File: config.mk
export PLATFORM = sky130hd
export DESIGN_NAME = tank_fill_vent_sequencer_flat
export DESIGN_NICKNAME = d
export VERILOG_FILES = /design/src/hdl/tfvs_pkg.sv /design/src/hdl/tfvs_req_if.sv /design/src/hdl/tfvs_rsp_if.sv /design/src/hdl/tfvs_step.sv /design/src/hdl/tank_fill_vent_sequencer.sv /design/src/flat_wrapper.sv
export SDC_FILE = /design/constraint.sdc
export NUM_CORES = 1
export LEC_CHECK = 0
export ABC_AREA = 1
export BUFFER_PORTS_ARGS = -buffer_cell sky130_fd_sc_hd__buf_2
export CELL_PAD_IN_SITES_DETAIL_PLACEMENT = 2
export CELL_PAD_IN_SITES_GLOBAL_PLACEMENT = 2
export CORE_MARGIN = 2
export CORE_UTILIZATION = 37
export CTS_CLUSTER_DIAMETER = 200
export CTS_CLUSTER_SIZE = 28
export DETAILED_ROUTE_END_ITERATION = 7
export PLACE_DENSITY_LB_ADDON = 0.1
export SYNTH_ARGS = -nofsm -noshare
export SYNTH_HDL_FRONTEND = slang
export SYNTH_SLANG_ARGS = --single-unit
File: constraint.sdc
create_clock -name i_clk -period 8.01 [get_ports i_clk]
set_input_delay 0.801 -clock i_clk [delete_from_list [all_inputs] [get_ports i_clk]]
set_output_delay 0.801 -clock i_clk [all_outputs]
set_load 0.05 [all_outputs]
File: src/hdl/tfvs_pkg.sv
// shared types, constants and decode tables of the tank fill and vent sequencer
package tfvs_pkg;

    localparam int TIME_W     = 32;
    localparam int PRESSURE_W = 24;
    localparam int LEVEL_W    = 23;
    localparam int BAND_W     = 20;
    localparam int STATE_W    = 5;
    localparam int MODE_W     = 5;
    localparam int ACTION_W   = 2;
    localparam int RELAY_IN_W = 8;
    localparam int CUSTOM_W   = 6;
    localparam int RELAY_W    = 7;
    localparam int LIMIT_W    = 15;
    localparam int CFG_IDX_W  = 2;
    localparam int CFG_DATA_W = LEVEL_W;
    localparam int CMP_W      = ((PRESSURE_W > LEVEL_W + 2) ? PRESSURE_W : LEVEL_W + 2) + 1;

    // request actions
    localparam logic [ACTION_W-1:0] ACT_TICK   = 2'd0;
    localparam logic [ACTION_W-1:0] ACT_MODE   = 2'd1;
    localparam logic [ACTION_W-1:0] ACT_CUSTOM = 2'd2;

    // configuration register indexes
    localparam logic [CFG_IDX_W-1:0] CFG_ABORT = 2'd0;
    localparam logic [CFG_IDX_W-1:0] CFG_MAX   = 2'd1;
    localparam logic [CFG_IDX_W-1:0] CFG_MIN   = 2'd2;
    localparam logic [CFG_IDX_W-1:0] CFG_BAND  = 2'd3;

    // detailed states
    localparam logic [STATE_W-1:0] ST_STANDBY    = 5'd0;
    localparam logic [STATE_W-1:0] ST_KEEP_IN    = 5'd1;
    localparam logic [STATE_W-1:0] ST_KEEP_HIGH  = 5'd2;
    localparam logic [STATE_W-1:0] ST_KEEP_LOW   = 5'd3;
    localparam logic [STATE_W-1:0] ST_FILL_HI    = 5'd4;
    localparam logic [STATE_W-1:0] ST_FILL_LO    = 5'd5;
    localparam logic [STATE_W-1:0] ST_PURGE_HI   = 5'd6;
    localparam logic [STATE_W-1:0] ST_PURGE_LO   = 5'd7;
    localparam logic [STATE_W-1:0] ST_PFA_HI     = 5'd8;
    localparam logic [STATE_W-1:0] ST_PFA_LO     = 5'd9;
    localparam logic [STATE_W-1:0] ST_PFB_HI     = 5'd10;
    localparam logic [STATE_W-1:0] ST_PFB_LO     = 5'd11;
    localparam logic [STATE_W-1:0] ST_PFC_HI     = 5'd12;
    localparam logic [STATE_W-1:0] ST_PFC_LO     = 5'd13;
    localparam logic [STATE_W-1:0] ST_PVA        = 5'd14;
    localparam logic [STATE_W-1:0] ST_PVB        = 5'd15;
    localparam logic [STATE_W-1:0] ST_PVC        = 5'd16;
    localparam logic [STATE_W-1:0] ST_PPA_HI     = 5'd17;
    localparam logic [STATE_W-1:0] ST_PPA_LO     = 5'd18;
    localparam logic [STATE_W-1:0] ST_PPB_HI     = 5'd19;
    localparam logic [STATE_W-1:0] ST_PPB_LO     = 5'd20;
    localparam logic [STATE_W-1:0] ST_PPC_HI     = 5'd21;
    localparam logic [STATE_W-1:0] ST_PPC_LO     = 5'd22;
    localparam logic [STATE_W-1:0] ST_FIRE_IGN   = 5'd23;
    localparam logic [STATE_W-1:0] ST_FIRE_BUF   = 5'd24;
    localparam logic [STATE_W-1:0] ST_FIRE_VALVE = 5'd25;
    localparam logic [STATE_W-1:0] ST_MAN_IGN    = 5'd26;
    localparam logic [STATE_W-1:0] ST_MAN_VALVE  = 5'd27;
    localparam logic [STATE_W-1:0] ST_ABORT      = 5'd28;
    localparam logic [STATE_W-1:0] ST_CUSTOM     = 5'd29;

    // reported modes
    localparam logic [MODE_W-1:0] MODE_STANDBY   = 5'd0;
    localparam logic [MODE_W-1:0] MODE_KEEP      = 5'd1;
    localparam logic [MODE_W-1:0] MODE_FILL      = 5'd2;
    localparam logic [MODE_W-1:0] MODE_PURGE     = 5'd3;
    localparam logic [MODE_W-1:0] MODE_PFA       = 5'd4;
    localparam logic [MODE_W-1:0] MODE_PFB       = 5'd5;
    localparam logic [MODE_W-1:0] MODE_PFC       = 5'd6;
    localparam logic [MODE_W-1:0] MODE_PVA       = 5'd7;
    localparam logic [MODE_W-1:0] MODE_PVB       = 5'd8;
    localparam logic [MODE_W-1:0] MODE_PVC       = 5'd9;
    localparam logic [MODE_W-1:0] MODE_PPA       = 5'd10;
    localparam logic [MODE_W-1:0] MODE_PPB       = 5'd11;
    localparam logic [MODE_W-1:0] MODE_PPC       = 5'd12;
    localparam logic [MODE_W-1:0] MODE_FIRE      = 5'd13;
    localparam logic [MODE_W-1:0] MODE_MAN_IGN   = 5'd14;
    localparam logic [MODE_W-1:0] MODE_MAN_VALVE = 5'd15;
    localparam logic [MODE_W-1:0] MODE_ABORT     = 5'd16;
    localparam logic [MODE_W-1:0] MODE_CUSTOM    = 5'd17;

    // relay bits: fill, vent, abort, cutter, igniter, valve, valve attach
    localparam logic [RELAY_W-1:0] R_NONE = 7'b0000000;
    localparam logic [RELAY_W-1:0] R_F    = 7'b0000001;
    localparam logic [RELAY_W-1:0] R_V    = 7'b0000010;
    localparam logic [RELAY_W-1:0] R_A    = 7'b0000100;
    localparam logic [RELAY_W-1:0] R_I    = 7'b0010000;
    localparam logic [RELAY_W-1:0] R_S    = 7'b0100000;
    localparam logic [RELAY_W-1:0] R_T    = 7'b1000000;
    localparam int VALVE_BIT = 5;

    // timer limits in ms
    localparam logic [LIMIT_W-1:0] LIM_NONE  = 15'd0;
    localparam logic [LIMIT_W-1:0] LIM_500   = 15'd500;
    localparam logic [LIMIT_W-1:0] LIM_1000  = 15'd1000;
    localparam logic [LIMIT_W-1:0] LIM_2000  = 15'd2000;
    localparam logic [LIMIT_W-1:0] LIM_5000  = 15'd5000;
    localparam logic [LIMIT_W-1:0] LIM_10000 = 15'd10000;
    localparam logic [LIMIT_W-1:0] LIM_30000 = 15'd30000;

    typedef struct packed {
        logic [ACTION_W-1:0]   action;
        logic [TIME_W-1:0]     now_ms;
        logic [PRESSURE_W-1:0] pressure;
        logic [MODE_W-1:0]     mode_request;
        logic [RELAY_IN_W-1:0] relay_bits;
    } t_req;

    typedef struct packed {
        logic              fill_on;
        logic              vent_on;
        logic              abort_on;
        logic              cutter_on;
        logic              igniter_on;
        logic              valve_open;
        logic              valve_attached;
        logic [MODE_W-1:0] op_mode;
    } t_result;

    typedef struct packed {
        logic [STATE_W-1:0]  detail;
        logic [TIME_W-1:0]   entered;
        logic [CUSTOM_W-1:0] custom;
    } t_state;

    typedef struct packed {
        logic [LEVEL_W-1:0] abort_level;
        logic [LEVEL_W-1:0] max_level;
        logic [LEVEL_W-1:0] min_level;
        logic [BAND_W-1:0]  band;
    } t_cfg;

    function automatic logic [MODE_W-1:0] mode_of(input logic [STATE_W-1:0] s);
        case (s) inside
            ST_STANDBY:                                 mode_of = MODE_STANDBY;
            [ST_KEEP_IN:ST_KEEP_LOW]:                   mode_of = MODE_KEEP;
            ST_FILL_HI, ST_FILL_LO:                     mode_of = MODE_FILL;
            ST_PURGE_HI, ST_PURGE_LO:                   mode_of = MODE_PURGE;
            ST_PFA_HI, ST_PFA_LO:                       mode_of = MODE_PFA;
            ST_PFB_HI, ST_PFB_LO:                       mode_of = MODE_PFB;
            ST_PFC_HI, ST_PFC_LO:                       mode_of = MODE_PFC;
            ST_PVA:                                     mode_of = MODE_PVA;
            ST_PVB:                                     mode_of = MODE_PVB;
            ST_PVC:                                     mode_of = MODE_PVC;
            ST_PPA_HI, ST_PPA_LO:                       mode_of = MODE_PPA;
            ST_PPB_HI, ST_PPB_LO:                       mode_of = MODE_PPB;
            ST_PPC_HI, ST_PPC_LO:                       mode_of = MODE_PPC;
            [ST_FIRE_IGN:ST_FIRE_VALVE]:                mode_of = MODE_FIRE;
            ST_MAN_IGN:                                 mode_of = MODE_MAN_IGN;
            ST_MAN_VALVE:                               mode_of = MODE_MAN_VALVE;
            ST_ABORT:                                   mode_of = MODE_ABORT;
            ST_CUSTOM:                                  mode_of = MODE_CUSTOM;
            default:                                    mode_of = MODE_STANDBY;
        endcase
    endfunction

    function automatic logic [STATE_W-1:0] entry_of(input logic [MODE_W-1:0] m);
        case (m) inside
            MODE_STANDBY:   entry_of = ST_STANDBY;
            MODE_KEEP:      entry_of = ST_KEEP_IN;
            MODE_FILL:      entry_of = ST_FILL_LO;
            MODE_PURGE:     entry_of = ST_PURGE_LO;
            MODE_PFA:       entry_of = ST_PFA_LO;
            MODE_PFB:       entry_of = ST_PFB_LO;
            MODE_PFC:       entry_of = ST_PFC_LO;
            MODE_PVA:       entry_of = ST_PVA;
            MODE_PVB:       entry_of = ST_PVB;
            MODE_PVC:       entry_of = ST_PVC;
            MODE_PPA:       entry_of = ST_PPA_LO;
            MODE_PPB:       entry_of = ST_PPB_LO;
            MODE_PPC:       entry_of = ST_PPC_LO;
            MODE_FIRE:      entry_of = ST_FIRE_IGN;
            MODE_MAN_IGN:   entry_of = ST_MAN_IGN;
            MODE_MAN_VALVE: entry_of = ST_MAN_VALVE;
            MODE_ABORT:     entry_of = ST_ABORT;
            default:        entry_of = ST_STANDBY;
        endcase
    endfunction

    function automatic logic [RELAY_W-1:0] relays_of(input logic [STATE_W-1:0] s);
        case (s) inside
            ST_FILL_LO, ST_PFA_LO, ST_PFB_LO, ST_PFC_LO, ST_KEEP_LOW:
                relays_of = R_F;
            ST_KEEP_HIGH, ST_FILL_HI, ST_PURGE_HI, ST_PFA_HI, ST_PFB_HI, ST_PFC_HI,
            [ST_PVA:ST_PPA_HI], ST_PPB_HI, ST_PPC_HI:
                relays_of = R_V;
            ST_PURGE_LO, ST_PPA_LO, ST_PPB_LO, ST_PPC_LO:
                relays_of = R_F | R_V;
            ST_FIRE_IGN, ST_MAN_IGN:
                relays_of = R_I | R_T;
            ST_FIRE_BUF:
                relays_of = R_T;
            ST_FIRE_VALVE, ST_MAN_VALVE:
                relays_of = R_S | R_T;
            ST_ABORT:
                relays_of = R_A;
            default:
                relays_of = R_NONE;
        endcase
    endfunction

    // state watches for pressure dropping below the abort band, partner is next code
    function automatic logic is_abort_hi(input logic [STATE_W-1:0] s);
        case (s) inside
            ST_FILL_HI, ST_PURGE_HI, ST_PFA_HI, ST_PFB_HI, ST_PFC_HI,
            ST_PPA_HI, ST_PPB_HI, ST_PPC_HI: is_abort_hi = 1'b1;
            default:                         is_abort_hi = 1'b0;
        endcase
    endfunction

    // state watches for pressure rising above the abort band, partner is previous code
    function automatic logic is_abort_lo(input logic [STATE_W-1:0] s);
        case (s) inside
            ST_FILL_LO, ST_PURGE_LO, ST_PFA_LO, ST_PFB_LO, ST_PFC_LO,
            ST_PPA_LO, ST_PPB_LO, ST_PPC_LO: is_abort_lo = 1'b1;
            default:                         is_abort_lo = 1'b0;
        endcase
    endfunction

    function automatic logic [LIMIT_W-1:0] limit_of(input logic [STATE_W-1:0] s);
        case (s) inside
            ST_PFA_LO, ST_PVA, ST_PPA_LO: limit_of = LIM_1000;
            ST_PVB, ST_PPB_LO:            limit_of = LIM_2000;
            ST_PFB_LO, ST_PVC, ST_PPC_LO: limit_of = LIM_5000;
            ST_PFC_LO, ST_FIRE_IGN:       limit_of = LIM_10000;
            ST_FIRE_BUF:                  limit_of = LIM_500;
            ST_FIRE_VALVE:                limit_of = LIM_30000;
            default:                      limit_of = LIM_NONE;
        endcase
    endfunction

endpackage

File: src/hdl/tfvs_req_if.sv
// request channel: one tick, mode command or custom relay load
interface tfvs_req_if;
    import tfvs_pkg::*;

    logic                  valid;
    logic                  ready;
    logic [ACTION_W-1:0]   action;
    logic [TIME_W-1:0]     now_ms;
    logic [PRESSURE_W-1:0] pressure;
    logic [MODE_W-1:0]     mode_request;
    logic [RELAY_IN_W-1:0] relay_bits;

    modport source (output valid, action, now_ms, pressure, mode_request, relay_bits,
                    input ready);
    modport sink (input valid, action, now_ms, pressure, mode_request, relay_bits,
                  output ready);
endinterface

File: src/hdl/tfvs_rsp_if.sv
// result channel: relay drives and reported mode
interface tfvs_rsp_if;
    import tfvs_pkg::*;

    logic              valid;
    logic              ready;
    logic              fill_on;
    logic              vent_on;
    logic              abort_on;
    logic              cutter_on;
    logic              igniter_on;
    logic              valve_open;
    logic              valve_attached;
    logic [MODE_W-1:0] op_mode;

    modport source (output valid, fill_on, vent_on, abort_on, cutter_on, igniter_on,
                    valve_open, valve_attached, op_mode, input ready);
    modport sink (input valid, fill_on, vent_on, abort_on, cutter_on, igniter_on,
                  valve_open, valve_attached, op_mode, output ready);
endinterface

File: src/hdl/tfvs_step.sv
// next-state and relay decode for one request
module tfvs_step (
    input  tfvs_pkg::t_state  i_cur,
    input  tfvs_pkg::t_req    i_req,
    input  tfvs_pkg::t_cfg    i_cfg,
    output tfvs_pkg::t_state  o_nxt,
    output tfvs_pkg::t_result o_res
);
    import tfvs_pkg::*;

    logic signed [CMP_W-1:0] p_ext;
    logic signed [CMP_W-1:0] band_ext;
    logic                    ab_hi, ab_lo, mx_hi, mx_lo, mn_hi, mn_lo;
    logic [TIME_W-1:0]       elapsed;
    logic [LIMIT_W-1:0]      lim;
    logic                    timed_out;
    logic                    go;
    logic [STATE_W-1:0]      tgt;
    logic [RELAY_W-1:0]      rel;
    logic [CUSTOM_W-1:0]     cr;

    function automatic logic above(input logic signed [CMP_W-1:0] p,
                                   input logic [LEVEL_W-1:0] lvl,
                                   input logic signed [CMP_W-1:0] b);
        logic signed [CMP_W-1:0] l;
        l = $signed({{(CMP_W-LEVEL_W){1'b0}}, lvl});
        above = p > (l + b);
    endfunction

    function automatic logic below(input logic signed [CMP_W-1:0] p,
                                   input logic [LEVEL_W-1:0] lvl,
                                   input logic signed [CMP_W-1:0] b);
        logic signed [CMP_W-1:0] l;
        l = $signed({{(CMP_W-LEVEL_W){1'b0}}, lvl});
        below = p < (l - b);
    endfunction

    assign p_ext    = $signed({{(CMP_W-PRESSURE_W){i_req.pressure[PRESSURE_W-1]}},
                               i_req.pressure});
    assign band_ext = $signed({{(CMP_W-BAND_W){1'b0}}, i_cfg.band});

    assign ab_hi = above(p_ext, i_cfg.abort_level, band_ext);
    assign ab_lo = below(p_ext, i_cfg.abort_level, band_ext);
    assign mx_hi = above(p_ext, i_cfg.max_level, band_ext);
    assign mx_lo = below(p_ext, i_cfg.max_level, band_ext);
    assign mn_hi = above(p_ext, i_cfg.min_level, band_ext);
    assign mn_lo = below(p_ext, i_cfg.min_level, band_ext);

    assign elapsed   = i_req.now_ms - i_cur.entered;
    assign lim       = limit_of(i_cur.detail);
    assign timed_out = (lim != LIM_NONE) && (elapsed > TIME_W'(lim));

    always_comb begin
        go    = 1'b0;
        tgt   = i_cur.detail;
        o_nxt = i_cur;
        unique case (i_req.action)
            ACT_TICK: begin
                if (i_cur.detail == ST_KEEP_IN) begin
                    if (mx_hi) begin
                        go  = 1'b1;
                        tgt = ST_KEEP_HIGH;
                    end else if (mn_lo) begin
                        go  = 1'b1;
                        tgt = ST_KEEP_LOW;
                    end
                end else if (i_cur.detail == ST_KEEP_HIGH) begin
                    go  = mx_lo;
                    tgt = ST_KEEP_IN;
                end else if (i_cur.detail == ST_KEEP_LOW) begin
                    go  = mn_hi;
                    tgt = ST_KEEP_IN;
                end else if (is_abort_hi(i_cur.detail)) begin
                    go  = ab_lo;
                    tgt = i_cur.detail + 5'd1;
                end else if (is_abort_lo(i_cur.detail)) begin
                    if (ab_hi) begin
                        go  = 1'b1;
                        tgt = i_cur.detail - 5'd1;
                    end else if (timed_out) begin
                        go  = 1'b1;
                        tgt = ST_STANDBY;
                    end
                end else if (i_cur.detail == ST_FIRE_IGN) begin
                    go  = timed_out;
                    tgt = ST_FIRE_BUF;
                end else if (i_cur.detail == ST_FIRE_BUF) begin
                    go  = timed_out;
                    tgt = ST_FIRE_VALVE;
                end else begin
                    go  = timed_out;
                    tgt = ST_STANDBY;
                end
            end
            ACT_MODE: begin
                go  = i_req.mode_request < MODE_CUSTOM;
                tgt = entry_of(i_req.mode_request);
            end
            ACT_CUSTOM: begin
                go           = 1'b1;
                tgt          = ST_CUSTOM;
                o_nxt.custom = i_req.relay_bits[CUSTOM_W-1:0];
            end
            default: begin
            end
        endcase
        if (go) begin
            o_nxt.detail  = tgt;
            o_nxt.entered = i_req.now_ms;
        end
    end

    always_comb begin
        cr = o_nxt.custom;
        if (o_nxt.detail == ST_CUSTOM) begin
            rel = {cr[VALVE_BIT], cr};
        end else begin
            rel = relays_of(o_nxt.detail);
        end
        o_res.fill_on        = rel[0];
        o_res.vent_on        = rel[1];
        o_res.abort_on       = rel[2];
        o_res.cutter_on      = rel[3];
        o_res.igniter_on     = rel[4];
        o_res.valve_open     = rel[5];
        o_res.valve_attached = rel[6];
        o_res.op_mode        = mode_of(o_nxt.detail);
    end

endmodule

File: src/hdl/tank_fill_vent_sequencer.sv
// top level of the pressure-tank relay sequencer
//
//   port      dir  role     payload
//   i_req     in   sink     action, now_ms, pressure, mode_request, relay_bits
//   o_rsp     out  source   seven relay drives, op_mode
//   i_cfg_*   in   write    abort, max, min level and hysteresis band
//
// one request per cycle unless the output stalls; input register feeds result register
// state, entry time and custom relays update in the same cycle the result is registered
// synchronous active-low reset clears state, config, and both valid flags
// a stalled result holds the result register and the input register keeps one more request
module tank_fill_vent_sequencer (
    input  logic                          i_clk,
    input  logic                          i_rst_n,
    tfvs_req_if.sink                      i_req,
    tfvs_rsp_if.source                    o_rsp,
    input  logic                          i_cfg_we,
    input  logic [tfvs_pkg::CFG_IDX_W-1:0]  i_cfg_idx,
    input  logic [tfvs_pkg::CFG_DATA_W-1:0] i_cfg_data
);
    import tfvs_pkg::*;

    logic    r_in_valid;
    t_req    r_in;
    logic    r_out_valid;
    t_result r_out;
    t_state  r_state;
    t_cfg    r_cfg;

    t_state  n_state;
    t_result n_out;
    logic    advance;
    logic    in_ready;

    assign advance  = r_in_valid && (!r_out_valid || o_rsp.ready);
    assign in_ready = !r_in_valid || advance;

    tfvs_step u_step (
        .i_cur (r_state),
        .i_req (r_in),
        .i_cfg (r_cfg),
        .o_nxt (n_state),
        .o_res (n_out)
    );

    always_ff @(posedge i_clk) begin
        if (!i_rst_n) begin
            r_in_valid <= 1'b0;
        end else if (in_ready) begin
            r_in_valid <= i_req.valid;
        end
    end

    always_ff @(posedge i_clk) begin
        if (in_ready && i_req.valid) begin
            r_in.action       <= i_req.action;
            r_in.now_ms       <= i_req.now_ms;
            r_in.pressure     <= i_req.pressure;
            r_in.mode_request <= i_req.mode_request;
            r_in.relay_bits   <= i_req.relay_bits;
        end
    end

    always_ff @(posedge i_clk) begin
        if (!i_rst_n) begin
            r_out_valid <= 1'b0;
        end else if (advance) begin
            r_out_valid <= 1'b1;
        end else if (o_rsp.ready) begin
            r_out_valid <= 1'b0;
        end
    end

    always_ff @(posedge i_clk) begin
        if (advance) begin
            r_out <= n_out;
        end
    end

    always_ff @(posedge i_clk) begin
        if (!i_rst_n) begin
            r_state.detail  <= ST_STANDBY;
            r_state.entered <= '0;
            r_state.custom  <= '0;
        end else if (advance) begin
            r_state <= n_state;
        end
    end

    always_ff @(posedge i_clk) begin
        if (!i_rst_n) begin
            r_cfg <= '0;
        end else if (i_cfg_we) begin
            unique case (i_cfg_idx)
                CFG_ABORT: r_cfg.abort_level <= i_cfg_data[LEVEL_W-1:0];
                CFG_MAX:   r_cfg.max_level   <= i_cfg_data[LEVEL_W-1:0];
                CFG_MIN:   r_cfg.min_level   <= i_cfg_data[LEVEL_W-1:0];
                CFG_BAND:  r_cfg.band        <= i_cfg_data[BAND_W-1:0];
                default: begin
                end
            endcase
        end
    end

    assign i_req.ready          = in_ready;
    assign o_rsp.valid          = r_out_valid;
    assign o_rsp.fill_on        = r_out.fill_on;
    assign o_rsp.vent_on        = r_out.vent_on;
    assign o_rsp.abort_on       = r_out.abort_on;
    assign o_rsp.cutter_on      = r_out.cutter_on;
    assign o_rsp.igniter_on     = r_out.igniter_on;
    assign o_rsp.valve_open     = r_out.valve_open;
    assign o_rsp.valve_attached = r_out.valve_attached;
    assign o_rsp.op_mode        = r_out.op_mode;

endmodule

File: src/flat_wrapper.sv
// flat-port wrapper written by rule: the top's interface ports become plain ports
module tank_fill_vent_sequencer_flat import tfvs_pkg::*;
  (i_clk, i_rst_n, i_cfg_we, i_cfg_idx, i_cfg_data, i_req_valid, i_req_action, i_req_now_ms, i_req_pressure, i_req_mode_request, i_req_relay_bits, i_req_ready, o_rsp_valid, o_rsp_fill_on, o_rsp_vent_on, o_rsp_abort_on, o_rsp_cutter_on, o_rsp_igniter_on, o_rsp_valve_open, o_rsp_valve_attached, o_rsp_op_mode, o_rsp_ready);
  tfvs_req_if i_req_i ();
  tfvs_rsp_if o_rsp_i ();
  input  logic i_clk;
  input  logic i_rst_n;
  input  logic i_cfg_we;
  input  logic [tfvs_pkg::CFG_IDX_W-1:0] i_cfg_idx;
  input  logic [tfvs_pkg::CFG_DATA_W-1:0] i_cfg_data;
  input wire logic [$bits(i_req_i.valid)-1:0] i_req_valid;
  input wire logic [$bits(i_req_i.action)-1:0] i_req_action;
  input wire logic [$bits(i_req_i.now_ms)-1:0] i_req_now_ms;
  input wire logic [$bits(i_req_i.pressure)-1:0] i_req_pressure;
  input wire logic [$bits(i_req_i.mode_request)-1:0] i_req_mode_request;
  input wire logic [$bits(i_req_i.relay_bits)-1:0] i_req_relay_bits;
  output wire logic [$bits(i_req_i.ready)-1:0] i_req_ready;
  output wire logic [$bits(o_rsp_i.valid)-1:0] o_rsp_valid;
  output wire logic [$bits(o_rsp_i.fill_on)-1:0] o_rsp_fill_on;
  output wire logic [$bits(o_rsp_i.vent_on)-1:0] o_rsp_vent_on;
  output wire logic [$bits(o_rsp_i.abort_on)-1:0] o_rsp_abort_on;
  output wire logic [$bits(o_rsp_i.cutter_on)-1:0] o_rsp_cutter_on;
  output wire logic [$bits(o_rsp_i.igniter_on)-1:0] o_rsp_igniter_on;
  output wire logic [$bits(o_rsp_i.valve_open)-1:0] o_rsp_valve_open;
  output wire logic [$bits(o_rsp_i.valve_attached)-1:0] o_rsp_valve_attached;
  output wire logic [$bits(o_rsp_i.op_mode)-1:0] o_rsp_op_mode;
  input wire logic [$bits(o_rsp_i.ready)-1:0] o_rsp_ready;
  assign i_req_i.valid = i_req_valid;
  assign i_req_i.action = i_req_action;
  assign i_req_i.now_ms = i_req_now_ms;
  assign i_req_i.pressure = i_req_pressure;
  assign i_req_i.mode_request = i_req_mode_request;
  assign i_req_i.relay_bits = i_req_relay_bits;
  assign i_req_ready = i_req_i.ready;
  assign o_rsp_valid = o_rsp_i.valid;
  assign o_rsp_fill_on = o_rsp_i.fill_on;
  assign o_rsp_vent_on = o_rsp_i.vent_on;
  assign o_rsp_abort_on = o_rsp_i.abort_on;
  assign o_rsp_cutter_on = o_rsp_i.cutter_on;
  assign o_rsp_igniter_on = o_rsp_i.igniter_on;
  assign o_rsp_valve_open = o_rsp_i.valve_open;
  assign o_rsp_valve_attached = o_rsp_i.valve_attached;
  assign o_rsp_op_mode = o_rsp_i.op_mode;
  assign o_rsp_i.ready = o_rsp_ready;
  tank_fill_vent_sequencer u_core (.i_clk(i_clk), .i_rst_n(i_rst_n), .i_req(i_req_i), .o_rsp(o_rsp_i), .i_cfg_we(i_cfg_we), .i_cfg_idx(i_cfg_idx), .i_cfg_data(i_cfg_data));
endmodule
# Word-level counts from Yosys, hierarchy flattened
# Cells that the tools add are included.
# word_totals
regBits,215
input_bits,101
output_inout_bits,14
# classes
n_addsub,9
n_lt_le_gt_ge,14
eq_ne,74
n_mux,85
n_reduce_logical,44
# ops
operator,count
$mux W5,30
$eq A5 B5 Y1 const B,25
$eq A5 B4 Y1 const B,24
$mux W15,6
$gt A24 B25 Y1,3
$add A23 B20 Y24,3
$lt A24 B24 Y1,3
$sub A23 B20 Y24,3
$eq A5 B3 Y1 const B,12
$mux W7,7
$mux W37,1
$gt A32 B15 Y1,1
$mux W4,8
$sub A32 B32 Y32,1
$eq A5 B2 Y1 const B,6
$reduce_or A2 Y1,13
$reduce_or A24 Y1,1
$mux W1,23
$reduce_or A8 Y1,2
$mux W3,5
$pmux W5 S3,1
$reduce_bool A15 Y1,1
$reduce_or A13 Y1,1
$eq A5 B1 Y1 const B,2
other kinds (25),44

# Longest topological paths before layout
# depth
depth_word,38
ltp_mapped,51
depth_no_buf,50

# Hierarchy
# From an unflattened synthesis, not the netlist that was laid out.
# hier_totals
hier_cells,3097
hier_area_um2,21177.8
# modules_own_cells
mod,n_inst,cells_per_inst,area_per_inst_um2,seq_area_each_um2
tfvs_step,1,2148,12922.4,0.0
tank_fill_vent_sequencer,1,949,8255.4,5175.0

# Least setup slack after synthesis
# No wires, ideal clock.
# synth_path
path_kind,register -> register
start,register u_core.r_cfg[1] (netlist bit)
end,"register u_core.r_out, in the netlist u_core.o_rsp.op_mode[0] (data pin)"
setup_time_ps,262
arrival_time_ps,5653
required_ps,7748
setup_slack_ps,2095
path_stages_with_launch,47
n_path_buf,1
synth_period_minus_slack_ps,5915
path_cell_list,dfxtp_1 inv_1 fa_1 o31ai_1 a21oi_1 o21bai_1 nand2_1 nand2_1 a21oi_1 o31ai_1 nand3_1 nand2_1 nand3_1 nand2_1 nand3_1 nand2_1 nand3_1 nand2_1 [... 11 more ...] inv_1 nand2_1 nand2_1 nand2_1 nand2_1 nand2_2 nand3_4 nand2_8 nand2_2 nand2_8 inv_2 buf_6 nand2_2 nand2_2 nor2_1 nand2_1 nor2_1 nand3_1
# synth_via
elab_chain_len,28
elab_cells_between_ends,86
# synth_lines
element,line,text
"start, declared",tank_fill_vent_sequencer.sv:28,t_cfg r_cfg;
$add A23 B20 Y24,tfvs_step.sv:27,above = p > (l + b);
$gt A24 B25 Y1,tfvs_step.sv:27,
$mux W5 or $mux W1 (tied branches),tfvs_step.sv:77,if (ab_hi) begin
$mux W5 or $mux W1 (tied branches),tfvs_step.sv:76,end else if (is_abort_lo(i_cur.detail)) begin
$mux W5 or $mux W1 (tied branches),tfvs_step.sv:73,end else if (is_abort_hi(i_cur.detail)) begin
$mux W5 or $mux W1 (tied branches),tfvs_step.sv:70,end else if (i_cur.detail == ST_KEEP_LOW) begin
$mux W5 or $mux W1 (tied branches),tfvs_step.sv:67,end else if (i_cur.detail == ST_KEEP_HIGH) begin
$mux W5 or $mux W1 (tied branches),tfvs_step.sv:59,if (i_cur.detail == ST_KEEP_IN) begin
$pmux W5 S3 or $pmux W1 S3 (tied branches),tfvs_step.sv:57,unique case (i_req.action)
$mux W37 (*),tfvs_step.sv:107,if (go) begin
$eq A5 B5 Y1,tfvs_step.sv:127,o_res.op_mode = mode_of(o_nxt.detail);
$mux W5 (2 in series),tfvs_pkg.sv:134,case (s) inside
$mux W4 (8 in series),tfvs_pkg.sv:134,
$mux W3 (4 in series),tfvs_pkg.sv:134,
$mux W2 (2 in series),tfvs_pkg.sv:134,
$mux W1,tfvs_pkg.sv:134,
"end signal, assigned",tank_fill_vent_sequencer.sv:76,r_out <= n_out;
"end, declared",tank_fill_vent_sequencer.sv:26,t_result r_out;
# Mark *: on every way between the ends. The rest lies on a longest branch, timed or not.
# A chain may end at the register's enable or synchronous reset.

==> results.py <==
metrics = {
    "clock_network": {
        "cts_sinks": 215,
        "cts.path.max_buffers": 3,
        "cts-root-buf": "clkbuf_16",
        "cts-buffers-inserted": 11,
        "cts_hold_buf": 0,
        "clock_latency_ns": 0.52,
        "cts_tree": "yes",
        "htree_levels": 1,
        "clk_pin_slew_ns": 0.14,
    },
    "synth": {
        "synth-main-ff-cell": "dfxtp_1",
        "ys_seq_area_share_pct": 26.2,
        "synthCells": 2687,
        "syn_nets": 3107,
        "async_flop_share_pct": 0,
        "yosysWarningCount": 0,
        "yosysUniqueCellTypes": 59,
        "synth_edf_count": 81,
        "synthesis.area_um2": 19500,
        "ys_ff_latch": 215,
        "syn_avg_cell_area_um2": 7.27,
    },
    "detailed_routing": {
        "ant_nets": 0,
        "vias": 18600,
        "routed_wl_um": 70300,
        "drt-vias-per-instance": 5.40,
        "wire_per_inst_um": 20.4,
        "dr.pass1.iters": 5,
        "drt_iter0_drc": 817,
        "drc": 0,
    },
    "timing": {
        "worst_slew_pin_slew_ns": 1.16,
        "fmax_ghz": 0.137,
        "worst_slack_ns": 0.716,
        "maxSlewViolCount": 0,
        "setup_viol": 0,
        "finalCriticalPeriod_ns": 7.29,
        "setup-tns-final_ns": 0,
        "rsz0062_at_grt": "no",
        "finalClockSkew_ns": 0.0281,
        "finalHoldViolCount": 0,
        "period_share_pct": 91.1,
        "slew_headroom_pct": 22.6,
    },
    "worst_setup_path": {
        "rrSetupSlack_ns": 0.72,
        "path_buf_inv": 4,
        "crit_top_cell": "nand3_1",
        "worstPathArrival_ns": 7.57,
        "required_ns": 8.28,
        "critPathSlowestCell": "fa_1",
        "cp_max_fo": 18,
        "worstSetupPathType": "flop to flop",
        "worstSetupStartpointType": "flop",
        "worst_setup_path_end_kind": "flop",
        "crit_family": "simple AND/OR/NAND/NOR gates",
        "critPathMaxStageDelay_ns": 0.46,
    },
    "placed_design": {
        "dpl.hpwl_um": 57700,
        "place_congestion": 0.893,
        "pre_cts_slack_ns": 0.332,
        "placement.io_buffers": 112,
    },
    "outcome": {
        "status": "complete, no violations",
    },
    "worst_hold_path": {
        "worstHoldPathType": "primary input to flop",
    },
    "finish": {
        "fin_util_pct": 40.4,
        "num-nets-final": 3182,
        "final_cell_mix": "nand2_1, ha_1, inv_1",
        "layout-drive-gt1-share_pct": 7.99,
        "final_common_cell": "nand2_1",
        "antenna_cells": 0,
        "syn_to_final_growth_pct": 8.20,
    },
    "floorplan": {
        "core-area_um2": 52300,
        "die_w_um": 234,
        "ioPinCount": 115,
        "die-area_um2": 54700,
        "chipHeight_um": 234,
        "start_util_pct": 37.3,
        "rows": 84,
    },
    "run": {
        "drv_cap": 0,
    },
    "pwr": {
        "ir_drop_uv": 199,
        "leakagePower_nw": 10.4,
        "cellPowerDensity_nw_per_um2": 163,
        "p_total_mw": 3.44,
    },
    "global_route": {
        "grt_use_total_pct": 25.7,
        "gr-total-overflow": 0,
        "antenna_found_initial": 2,
        "grt_pass1_wl_um": 111000,
        "grt_pass1_vias": 20200,
        "grt_max_degree": 68,
    },
}
[area by class of cell]
type,count,area [um^2]
tap,688,861
fill,6320,31200
clock inverter,1,11.3
timing repair buffer,129,691
clock buffer,16,294
multi-input combinational,2078,12900
sequential,215,5120
inverter,327,1230
[synth_stat cells (9+ instances only)]
library cell | instances | area share, %
o21ai_0 | 183 | 4.7
o21ai_1 | 9 | 0.23
o31ai_1 | 9 | 0.35
nand2_2 | 20 | 0.64
nor2_1 | 293 | 5.6
edfxtp_1 | 81 | 12
ha_1 | 312 | 20
inv_2 | 18 | 0.35
o21bai_1 | 27 | 1.0
clkbuf_1 | 56 | 1.1
inv_1 | 306 | 5.9
xor2_1 | 133 | 6.0
xnor2_1 | 12 | 0.54
dfxtp_1 | 134 | 14
nand4_1 | 36 | 1.2
nor3_1 | 28 | 0.72
a21oi_1 | 274 | 7.0
nand2_1 | 491 | 9.4
nand3_1 | 134 | 3.4
nor2_2 | 17 | 0.54
[layer usage]
layer	routed length, um	track usage [%]	vias up	share of wire, %
li1	-	-	9094	-
met1	34000	34.8	9244	48
met2	33200	44.8	233	47
met3	1890	2.05	64	2.7
met4	1270	4.69	0	1.8
met5	0	0	-	0
[timing repair]
| item | 4_1_cts | 5_1_grt |
|---|---|---|
| buffers inserted | 0 | 4 |
| endpoints found under the hold margin | 0 | 0 |
| endpoints found under the setup margin | 0 | 45 |
| resized for setup | 0 | 9 |
[final timing paths]
path	end	start	cells past startpoint
min reg2reg	u_core.r_state[23]$_SDFFE_PN0P_	u_core.r_state[23]$_SDFFE_PN0P_	2
min	u_core.r_in[25]$_DFFE_PP_	i_req_pressure[12]	1
max	u_core.o_rsp.vent_on$_DFFE_PP_	u_core.r_cfg[1]$_SDFFE_PN0P_	41
max reg2reg	u_core.o_rsp.vent_on$_DFFE_PP_	u_core.r_cfg[1]$_SDFFE_PN0P_	41
[power breakdown]
group	total (mW)	internal, mW	leakage, nW	switching, mW
combinational	1.50	0.524	8.38	0.972
clock	0.672	0.264	0.148	0.407
sequential	1.28	1.20	1.89	0.0724
total	3.44	1.99	10.4	1.45
[cell families after synthesis]
logic type / Yosys count / synth area share [%]
XOR/XNOR: 145 / 6.50
AND/OR/NAND/NOR: 1051 / 22.9
buffers and inverters: 394 / 7.74
AO/OA/AOI/OAI: 557 / 15.6
multiplexers: 6 / 0.307
flip-flops: 215 / 26.2
adder cells (fa/ha/maj): 319 / 20.7
[flip-flops by register name (all words and copies together), names as in the netlist]
name                         flops
u_core.o_rsp.abort_on            1
u_core.o_rsp.cutter_on           1
u_core.r_cfg                    89
u_core.o_rsp.valve_open          1
u_core.o_rsp.vent_on             1
u_core.r_in                     69
u_core.o_rsp.op_mode             5
u_core.r_state                  43
u_core.r_in_valid                1
u_core.o_rsp.valve_attached      1
u_core.o_rsp.valid               1
u_core.o_rsp.igniter_on          1
u_core.o_rsp.fill_on             1
[per-stage QoR]
stage	std cells	instance area, um^2	hold slack, ns
2_1_floorplan	2687	19500	0.435
4_1_cts	3450	21100	0.407
3_5_place_dp	3433	20800	0.459
5_1_grt	3454	21100	0.415
6_report	3454	21100	0.435
3_3_place_gp	3433	20800	0.447
Note: power is estimated with default switching activity, not from simulation.
